[src/hw/rtl/skdr_pkg.sv]
// Shared constants, types and tables for the skid-steer dead reckoning unit.
`timescale 1ns / 1ps
package skdr_pkg;

	localparam int CORDIC_STEPS = 16;
	localparam int ATAN_ENTRIES = 24;
	localparam int CORD_IDX_W   = $clog2(ATAN_ENTRIES);
	localparam int CORD_W       = 34;
	localparam int COUNT_W      = 32;
	localparam int YAW_W        = 16;
	localparam int ELAPSED_W    = 20;
	localparam int SUM_W        = COUNT_W + 2;
	localparam int DIST_W       = 48;
	localparam int DIST_FRAC    = 18;
	localparam int TRIG_FRAC    = 30;
	localparam int MA_W         = 36;
	localparam int MB_W         = 21;
	localparam int PROD_W       = MA_W + MB_W;
	localparam int ACC_W        = 82;
	localparam int NUMS_W       = 55;
	localparam int NUM_W        = NUMS_W - 1;
	localparam int CNT_W        = $clog2(NUM_W);
	localparam int DTH_W        = YAW_W + 1;
	localparam logic [31:0] MPC_RESET = 32'd272375;
	localparam logic signed [CORD_W-1:0] CORDIC_GAIN = 34'sd652032874;
	localparam logic signed [MB_W-1:0] VEL_SCALE = 21'sd1000000;

	typedef enum logic [3:0] {
		MAC_SUM_LO,
		MAC_SUM_HI,
		MAC_CX0,
		MAC_CX1,
		MAC_CX2,
		MAC_SY0,
		MAC_SY1,
		MAC_SY2,
		MAC_LIN,
		MAC_ANG
	} mac_op_t;

	typedef struct packed {
		logic                  capture;
		logic                  sum;
		logic                  mac_en;
		logic                  mac_first;
		mac_op_t               mac_op;
		logic                  cord_step;
		logic [CORD_IDX_W-1:0] cord_idx;
		logic                  dist_latch;
		logic                  px_latch;
		logic                  py_latch;
		logic                  numl_latch;
		logic                  div_init;
		logic                  div_step;
		logic                  load_out;
	} dp_cmd_t;

	typedef struct packed {
		logic time_zero;
	} dp_status_t;

	function automatic logic signed [CORD_W-1:0] atan_entry(input logic [CORD_IDX_W-1:0] idx);
		logic signed [CORD_W-1:0] v;
		case (idx)
			5'd0:    v = 34'sh020000000;
			5'd1:    v = 34'sh012E4051E;
			5'd2:    v = 34'sh009FB385B;
			5'd3:    v = 34'sh0051111D4;
			5'd4:    v = 34'sh0028B0D43;
			5'd5:    v = 34'sh00145D7E1;
			5'd6:    v = 34'sh000A2F61E;
			5'd7:    v = 34'sh000517C55;
			5'd8:    v = 34'sh00028BE53;
			5'd9:    v = 34'sh000145F2F;
			5'd10:   v = 34'sh0000A2F98;
			5'd11:   v = 34'sh0000517CC;
			5'd12:   v = 34'sh000028BE6;
			5'd13:   v = 34'sh0000145F3;
			5'd14:   v = 34'sh00000A2FA;
			5'd15:   v = 34'sh00000517D;
			5'd16:   v = 34'sh0000028BE;
			5'd17:   v = 34'sh00000145F;
			5'd18:   v = 34'sh000000A30;
			5'd19:   v = 34'sh000000518;
			5'd20:   v = 34'sh00000028C;
			5'd21:   v = 34'sh000000146;
			5'd22:   v = 34'sh0000000A3;
			5'd23:   v = 34'sh000000051;
			default: v = '0;
		endcase
		return v;
	endfunction

endpackage

[src/hw/rtl/skdr_ctrl.sv]
// Controller: sequences one sample through the datapath and owns the handshakes.
`timescale 1ns / 1ps
module skdr_ctrl (
	input  logic                 clk,
	input  logic                 arst_n,
	input  logic                 in_valid,
	output logic                 in_ready,
	output logic                 out_valid,
	input  logic                 out_ready,
	input  skdr_pkg::dp_status_t status,
	output skdr_pkg::dp_cmd_t    cmd
);
	typedef enum logic [4:0] {
		ST_IDLE, ST_SUM, ST_MD0, ST_MD1, ST_DIST, ST_CORD,
		ST_MX0, ST_MX1, ST_MX2, ST_MY0, ST_MY1, ST_MY2,
		ST_MV, ST_MA, ST_DIVI, ST_DIV, ST_FIN
	} state_t;

	state_t                     state_q;
	logic [skdr_pkg::CNT_W-1:0] cnt_q;
	logic                       out_valid_q;
	logic                       accept;
	logic                       emit;

	assign in_ready = (state_q == ST_IDLE);
	assign out_valid = out_valid_q;
	assign accept = in_valid && in_ready;
	assign emit = (state_q == ST_FIN) && (!out_valid_q || out_ready);

	always_comb begin
		cmd = '0;
		cmd.mac_op = skdr_pkg::MAC_SUM_LO;
		cmd.cord_idx = cnt_q[skdr_pkg::CORD_IDX_W-1:0];
		cmd.capture = accept;
		cmd.load_out = emit;
		case (state_q)
			ST_SUM: cmd.sum = 1'b1;
			ST_MD0: begin
				cmd.mac_en = 1'b1;
				cmd.mac_first = 1'b1;
				cmd.mac_op = skdr_pkg::MAC_SUM_LO;
			end
			ST_MD1: begin
				cmd.mac_en = 1'b1;
				cmd.mac_op = skdr_pkg::MAC_SUM_HI;
			end
			ST_DIST: cmd.dist_latch = 1'b1;
			ST_CORD: cmd.cord_step = 1'b1;
			ST_MX0: begin
				cmd.mac_en = 1'b1;
				cmd.mac_first = 1'b1;
				cmd.mac_op = skdr_pkg::MAC_CX0;
			end
			ST_MX1: begin
				cmd.mac_en = 1'b1;
				cmd.mac_op = skdr_pkg::MAC_CX1;
			end
			ST_MX2: begin
				cmd.mac_en = 1'b1;
				cmd.mac_op = skdr_pkg::MAC_CX2;
			end
			ST_MY0: begin
				cmd.px_latch = 1'b1;
				cmd.mac_en = 1'b1;
				cmd.mac_first = 1'b1;
				cmd.mac_op = skdr_pkg::MAC_SY0;
			end
			ST_MY1: begin
				cmd.mac_en = 1'b1;
				cmd.mac_op = skdr_pkg::MAC_SY1;
			end
			ST_MY2: begin
				cmd.mac_en = 1'b1;
				cmd.mac_op = skdr_pkg::MAC_SY2;
			end
			ST_MV: begin
				cmd.py_latch = 1'b1;
				cmd.mac_en = 1'b1;
				cmd.mac_first = 1'b1;
				cmd.mac_op = skdr_pkg::MAC_LIN;
			end
			ST_MA: begin
				cmd.numl_latch = 1'b1;
				cmd.mac_en = 1'b1;
				cmd.mac_first = 1'b1;
				cmd.mac_op = skdr_pkg::MAC_ANG;
			end
			ST_DIVI: cmd.div_init = 1'b1;
			ST_DIV: cmd.div_step = 1'b1;
			default: ;
		endcase
	end

	always_ff @(posedge clk or negedge arst_n) begin
		if (!arst_n) begin
			state_q <= ST_IDLE;
			cnt_q <= '0;
			out_valid_q <= 1'b0;
		end else begin
			if (emit) begin
				out_valid_q <= 1'b1;
			end else if (out_valid_q && out_ready) begin
				out_valid_q <= 1'b0;
			end
			case (state_q)
				ST_IDLE: if (accept) begin
					state_q <= ST_SUM;
				end
				ST_SUM: state_q <= ST_MD0;
				ST_MD0: state_q <= ST_MD1;
				ST_MD1: state_q <= ST_DIST;
				ST_DIST: begin
					cnt_q <= '0;
					state_q <= ST_CORD;
				end
				ST_CORD: begin
					if (cnt_q == skdr_pkg::CNT_W'(skdr_pkg::CORDIC_STEPS - 1)) begin
						cnt_q <= '0;
						state_q <= ST_MX0;
					end else begin
						cnt_q <= cnt_q + 1'b1;
					end
				end
				ST_MX0: state_q <= ST_MX1;
				ST_MX1: state_q <= ST_MX2;
				ST_MX2: state_q <= ST_MY0;
				ST_MY0: state_q <= ST_MY1;
				ST_MY1: state_q <= ST_MY2;
				ST_MY2: state_q <= ST_MV;
				ST_MV: state_q <= ST_MA;
				ST_MA: state_q <= ST_DIVI;
				ST_DIVI: begin
					cnt_q <= '0;
					state_q <= status.time_zero ? ST_FIN : ST_DIV;
				end
				ST_DIV: begin
					if (cnt_q == skdr_pkg::CNT_W'(skdr_pkg::NUM_W - 1)) begin
						cnt_q <= '0;
						state_q <= ST_FIN;
					end else begin
						cnt_q <= cnt_q + 1'b1;
					end
				end
				ST_FIN: if (emit) begin
					state_q <= ST_IDLE;
				end
				default: state_q <= ST_IDLE;
			endcase
		end
	end

`ifndef SYNTH
	a_busy_after_accept: assert property (@(posedge clk) disable iff (!arst_n)
		accept |=> !in_ready)
		else $error("sample taken while a beat is in flight");
	a_beat_from_fin: assert property (@(posedge clk) disable iff (!arst_n)
		$rose(out_valid_q) |-> $past(state_q == ST_FIN))
		else $error("pose beat raised outside finish");
	a_no_overwrite: assert property (@(posedge clk) disable iff (!arst_n)
		cmd.load_out |-> (!out_valid_q || out_ready))
		else $error("pending pose beat overwritten");
	a_cord_bound: assert property (@(posedge clk) disable iff (!arst_n)
		(state_q == ST_CORD) |-> (cnt_q < skdr_pkg::CNT_W'(skdr_pkg::CORDIC_STEPS)))
		else $error("CORDIC step count overrun");
`endif

endmodule

[config.mk]
export PLATFORM = sky130hd
export DESIGN_NAME = skdr_ctrl
export DESIGN_NICKNAME = d
export VERILOG_FILES = /design/src/hw/rtl/skdr_pkg.sv /design/src/hw/rtl/skdr_ctrl.sv
export SDC_FILE = /design/constraint.sdc
export NUM_CORES = 1
export LEC_CHECK = 0
export ABC_AREA = 1
export BUFFER_PORTS_ARGS = -buffer_cell sky130_fd_sc_hd__buf_2
export CAP_MARGIN = 30
export CORE_ASPECT_RATIO = 1.2
export CORE_UTILIZATION = 40
export DETAILED_ROUTE_END_ITERATION = 8
export PLACE_DENSITY_LB_ADDON = 0.1
export SLEW_MARGIN = 20
export SYNTH_ARGS = -nofsm -noshare
export SYNTH_HDL_FRONTEND = slang
export SYNTH_SLANG_ARGS = --single-unit
export TNS_END_PERCENT = 100
[constraint.sdc]
create_clock -name clk -period 2.1 [get_ports clk]
set_input_delay 0.105 -clock clk [delete_from_list [all_inputs] [get_ports clk]]
set_output_delay 0.105 -clock clk [all_outputs]
set_load 0.005 [all_outputs]
==> results.py, run 1 <==
metrics = {
    "timing": {
        "min_period_ps": 1770,
        "slew_headroom": 0.742,
        "rsz0062_at_grt": "false",
        "hold_viol": 0,
        "drv_slew": 0,
        "whs_ps": 44.4,
        "fmax_ghz": 0.567,
        "tightest_slew_ps": 388,
        "clock-skew-final_ps": 4.24,
        "fin_crit_sh": 0.841,
        "final.setup.tns_ps": 0,
        "finalSetupViolations": 0,
    },
    "critical_path": {
        "cp_top_family": "flip-flops",
        "r2r_end": "state_q[1]",
        "r2r_slack_ps": 460,
        "worst-setup-path-type": "reg2out",
        "crit_chain": "inv_2 > nor2_1 > inv_1 > nor2_1 > nor3_2 > nand2_1 > buf_2",
        "path_max_fanout": 8,
        "cpMaxStageDelayCell": "dfrtp_1",
        "worstSetupStartpointType": "flip-flop",
        "cp.arrival_ps": 1660,
        "path_common_cell": "nor2_1",
        "max_stage_delay_ps": 580,
        "required_ps": 2000,
        "worstRegToRegCells": 9,
        "rr_startpoint": "cnt_q[0]",
        "crit_buf_inv": 3,
        "endpoint_kind": "output port",
    },
    "global_route": {
        "grt_pass1_wl_um": 4400,
        "grt_max_degree": 13,
        "antenna_found_initial": 0,
        "grt_pass1_vias": 1020,
        "grt-ovfl-total": 0,
        "grt_usage": 0.197,
    },
    "logic_synthesis": {
        "synth_warnings": 0,
        "synth_area_um2": 1140,
        "synth-seq-cells": 12,
        "synth_seq_area_share": 0.264,
        "synth_fp_nets": 173,
        "synthArstFlopShare": 1.00,
        "synth_cell_types": 27,
        "synth-edff-count": 0,
        "synth_ff_type": "dfrtp_1",
        "netlist_instances": 166,
        "syn_area_per_cell_um2": 6.85,
    },
    "drt": {
        "drt-initial-drc-count": 23,
        "ant_nets": 0,
        "drcViolationCount": 0,
        "first_pass_iters": 4,
        "wire_per_inst_um": 12.3,
        "viasPerCell": 5.10,
        "vias": 1138,
        "routed_wl_um": 2750,
    },
    "placement": {
        "dp.cells": 218,
        "dp_hpwl_um": 2230,
        "gp_congestion": 0.844,
        "io_buffers": 27,
    },
    "hold_path": {
        "hold_path_depth": 2,
        "hold_class": "in2reg",
        "min_from": "out_ready",
        "worst_hold_path.endpoint": "out_valid",
    },
    "power_and_ir_drop": {
        "leakagePower_nw": 0.759,
        "ir_drop_v": 0.000652,
        "power_density_nw_per_um2": 1290,
    },
    "floorplanning": {
        "ios": 28,
        "rows": 20,
        "start_util": 0.437,
        "die_w_um": 50.7,
        "core_um2": 2600,
        "chipHeight_um": 60.4,
        "dieArea_um2": 3060,
    },
    "final_layout": {
        "area_growth_pct": 14.0,
        "drive_above_1_share": 0.342,
        "nFillCells": 284,
        "final_cells": 223,
        "multi_input_area_um2": 668,
        "num-nets-final": 198,
        "regArea_um2": 300,
        "diodes": 0,
    },
    "clock_network": {
        "cts_sinks": 12,
        "htreeDepth": 1,
        "cts.repair.resized": 0,
        "cts_buffer_depth": 2,
        "cts_tree": "yes",
        "postCtsSetupBuffers": 0,
        "path_clk_slew_ps": 70,
        "root_buffer": "clkbuf_4",
        "numCtsBuffers": 3,
        "clk_latency_ps": 270,
    },
    "run": {
        "maxCapViolCount": 0,
    },
    "status": {
        "status": "finished, final reports clean",
    },
}
## layout by cell type, fill, tap and decap left out
| cell type | n |
|---|---|
| buf_2 | 27 |
| inv_2 | 8 |
| o31ai_1 | 1 |
| nand3_4 | 2 |
| clkbuf_4 | 3 |
| nand2_1 | 45 |
| nand3b_2 | 1 |
| nor2_2 | 7 |
| dlygate4sd3_1 | 1 |
| o21ai_0 | 2 |
| nand2_2 | 3 |
| a21oi_1 | 4 |
| o211ai_1 | 2 |
| nor3_2 | 1 |
| nor2_8 | 1 |
| nand4_1 | 4 |
| o21ai_2 | 3 |
| clkbuf_8 | 1 |
| o21ai_1 | 3 |
| a31oi_1 | 1 |
| dfrtp_1 | 12 |
| nand3_1 | 13 |
| nand2_4 | 2 |
| nor2_4 | 4 |
| ha_1 | 2 |
| o22ai_2 | 1 |
| a21oi_2 | 1 |
| nor2_1 | 15 |
| inv_1 | 20 |
## cell type report
type / count / area share
Sequential cell: 12 / 0.232
Inverter: 28 / 0.0811
Timing Repair Buffer: 28 / 0.112
Clock buffer: 4 / 0.0280
Tap cell: 33 / 0.0319
Multi-Input combinational cell: 118 / 0.515
## worst reg2reg max path, cell delays in order, from the launching register on
cell     delay [ps]
dfrtp_1         520
ha_1            270
nand3_1         110
inv_1            90
nand3_1         140
nand2_1         120
nand2_2          70
nor2_2          140
nand2_1          70
nand2_1          50
## layer usage
layer  global-route usage  wire [um]  up-vias
met1                0.205       1130      526
met3               0.0226         93        8
li1                     -          -      565
met5                    0          0        -
met4                0.131         84        0
met2                0.373       1440       39
## power breakdown
part	total [W]	switching (W)	leakage [nW]	internal (W)
Combinational	0.00104	0.000664	0.579	0.000378
Clock	0.000183	0.0000774	0.0210	0.000105
Sequential	0.000453	0.000151	0.159	0.000303
Total	0.00168	0.000892	0.759	0.000786
## worst max-delay path by stage
stage	end	start	depth (start not counted)
floorplan	state_q[1]	cnt_q[0]	9
global placement	state_q[0]	cnt_q[0]	9
detailed placement	state_q[1]	cnt_q[0]	9
CTS	cmd[17]	state_q[1]	7
global route	cmd[17]	state_q[1]	7
finish	cmd[17]	state_q[1]	7
## state kept, by name (all words and copies together) (netlist names)
signal     flops
state_q        5
cnt_q          6
out_valid      1
## synthesized netlist by cell type, types with 3 or more instances
cell     count  area, um2
a21oi_1      4       20.0
buf_4        7       52.6
dfrtp_1     12        300
inv_1       20       75.1
inv_2        8       30.0
nand2_1     45        169
nand2_2      3       18.8
nand3_1     13       65.1
nand4_1      4       25.0
nor2_1      15       56.3
nor2_2       7       43.8
nor2_4       4       45.0
o21ai_1      3       15.0
o21ai_2      3       26.3
## repair_timing
item | in CTS | in global routing
hold buffers | 1 | 0
hold endpoints to repair | 12 | 0
endpoints found under the setup margin | 0 | 0
## per-stage QoR
stage               worst slack [ps]  instance area (um2)   util  total power [W]
finish                           335                 1300  0.498          0.00168
detailed placement               478                 1250  0.480          0.00150
CTS                              343                 1300  0.498          0.00170
floorplan                        719                 1140      -          0.00123
global route                     257                 1300  0.498          0.00183
global placement                 512                 1250  0.480          0.00149
## kinds of logic after synthesis
logic type	after synthesis	share of synthesized area
simple gates	98	0.459
buf+inv	36	0.149
compound gates	18	0.107
flops	12	0.264
fa+ha+maj	2	0.0220
Power figures use the tool's default switching activity.
==> inputs of run 2 (changes only) <==
==> constraint.sdc (replaced) <==
create_clock -name clk -period 1.7 [get_ports clk]
set_input_delay 0.085 -clock clk [delete_from_list [all_inputs] [get_ports clk]]
set_output_delay 0.085 -clock clk [all_outputs]
set_load 0.005 [all_outputs]
==> run 2 against run 1 <==
  * Non-clock buffer count rose by 1
  * Wire length fell by 1.3%
  * Sequential share of layout area rose by 0.15 points
  * Worst hold slack got worse by 37 ps
  * Die area did not move
  * Sequential power rose by 21%
  * Critical path type unchanged
  * Largest cell class unchanged
==> results.py, run 2 (synthesis gave the netlist of run 1 again) <==
metrics = {
    "critical_path": {
        "cpMaxStageDelayCell": "dfrtp_2",
        "path_max_fanout": 7,
        "required_ps": 1620,
        "crit_chain": "inv_4 > nand3_4 > inv_2 > a21oi_1 > a31oi_1 > buf_2",
        "r2r_end": "state_q[4]",
        "worstSetupStartpointType": "flip-flop",
        "cp.arrival_ps": 1500,
        "rr_startpoint": "cnt_q[1]",
        "endpoint_kind": "output port",
        "r2r_slack_ps": 200,
        "worst-setup-path-type": "reg2out",
        "worstRegToRegCells": 9,
        "max_stage_delay_ps": 460,
    },
    "final_layout": {
        "diodes": 0,
        "mostFrequentLayoutCell": "nand2_1",
        "largest_register_ffs": 6,
        "regMostFlops": "cnt_q",
        "fin_util": 0.505,
        "mostFrequentLayoutCells": "nand2_1, buf_2, inv_1",
        "num-nets-final": 199,
        "area_growth_pct": 15.6,
        "drive_above_1_share": 0.382,
        "nFillCells": 280,
    },
    "floorplanning": {
        "dieArea_um2": 3060,
        "die_w_um": 50.7,
        "ios": 28,
        "rows": 20,
        "core_um2": 2600,
        "chipHeight_um": 60.4,
        "start_util": 0.437,
    },
    "power_and_ir_drop": {
        "p_comb_frac": 0.627,
        "p_sw_frac": 0.526,
        "ir_drop_v": 0.000904,
        "p_seq_frac": 0.261,
        "power.internal_w": 0.000997,
        "p_switching_w": 0.00111,
        "leakagePower_nw": 0.757,
        "power_density_nw_per_um2": 1600,
        "p_clk_frac": 0.112,
    },
    "drt": {
        "first_pass_iters": 4,
        "viasPerCell": 4.99,
        "drt-initial-drc-count": 17,
        "wire_per_inst_um": 12.1,
        "vias": 1117,
        "routed_wl_um": 2720,
        "ant_nets": 0,
        "drcViolationCount": 0,
    },
    "timing": {
        "min_period_ps": 1590,
        "finalSetupViolations": 0,
        "drv_slew": 0,
        "fmax_ghz": 0.630,
        "slew_headroom": 0.801,
        "fin_crit_sh": 0.933,
        "hold_viol": 0,
        "tightest_slew_ps": 299,
        "rsz0062_at_grt": "false",
        "final.setup.tns_ps": 0,
        "clock-skew-final_ps": 4.50,
    },
    "global_route": {
        "antenna_found_initial": 0,
        "grt_pass1_wl_um": 4620,
        "grt_usage": 0.205,
        "grt_max_degree": 13,
        "grt_pass1_vias": 1033,
        "grt-ovfl-total": 0,
    },
    "placement": {
        "gp_congestion": 0.886,
        "io_buffers": 27,
        "dp_hpwl_um": 2210,
    },
    "clock_network": {
        "root_buffer": "clkbuf_4",
        "cts_buffer_depth": 2,
        "numCtsBuffers": 3,
        "path_clk_slew_ps": 90,
        "cts_sinks": 12,
        "cts_tree": "yes",
        "postCtsSetupBuffers": 0,
        "clk_latency_ps": 270,
        "htreeDepth": 1,
    },
    "status": {
        "status": "finished, final reports clean",
    },
    "run": {
        "maxCapViolCount": 0,
    },
    "hold_path": {
        "hold_path_depth": 2,
        "hold_class": "in2reg",
        "min_from": "out_ready",
        "worst_hold_path.endpoint": "out_valid",
    },
}
-- run 2: cell count changes in the layout (fill, tap and decap cells not counted), sizes merged --
cell,before,now
buf,27,28
-- run 2: timing repair --
item | in CTS | in global routing
resized for setup | 2 | 6
setup endpoints to repair | 2 | 4
pin swaps | 0 | 0
hold endpoints to repair | 12 | 0
hold buffers | 1 | 0
-- run 2: power groups by stage --
stage | combinational, W | sequential, W | clock [W]
4_1_cts | 0.00133 | 0.000537 | 0.000241
5_1_grt | 0.00147 | 0.000566 | 0.000254
3_5_place_dp | 0.00132 | 0.000540 | 0
2_1_floorplan | 0.00102 | 0.000502 | 0
3_3_place_gp | 0.00132 | 0.000535 | 0
6_report | 0.00132 | 0.000549 | 0.000235
-- run 2: worst max path at each step --
stage / depth (start not counted) / startpoint / slack [ps] / end
floorplan: 9 / cnt_q[0] / 320 / state_q[1]
global placement: 6 / state_q[1] / 210 / state_q[2]
detailed placement: 9 / cnt_q[1] / 170 / state_q[4]
CTS: 6 / state_q[4] / 40 / cmd[13]
global route: 7 / state_q[1] / 20 / cmd[17]
finish: 6 / state_q[4] / 110 / cmd[13]
-- run 2: cell type report --
cell class	instances	area (um2)	share of cell area
clock buffers	4	36.3	0.0276
inverters	28	108	0.0818
multi-input cells	118	671	0.510
flip-flops and latches	12	307	0.233
well taps	33	41.3	0.0314
repair buffers	29	153	0.116
-- run 2: metal layers --
metal,share of wire,up-vias,GRT usage
met1,0.41,505,0.228
li1,-,569,-
met2,0.53,35,0.377
met3,0.028,8,0.0175
met5,0,-,0
met4,0.024,0,0.131
-- run 2: per-stage QoR --
stage          hold slack, ps  std cells  instance area [um2]  worst slack, ps  power [W]
6_report                 7.23        224                 1320              114    0.00210
3_3_place_gp            -18.8        219                 1260              205    0.00185
2_1_floorplan            -211        166                 1140              319    0.00152
4_1_cts                  2.54        224                 1310             41.0    0.00211
5_1_grt                  18.9        224                 1320             22.1    0.00229
3_5_place_dp            -13.6        219                 1260              172    0.00186
-- run 2: worst max-delay path, delay by kind of cell (launching register included) --
kind | cells | cell delay [ps]
simple gates | 1 | 150
flops | 1 | 460
buf+inv | 3 | 390
compound gates | 2 | 220
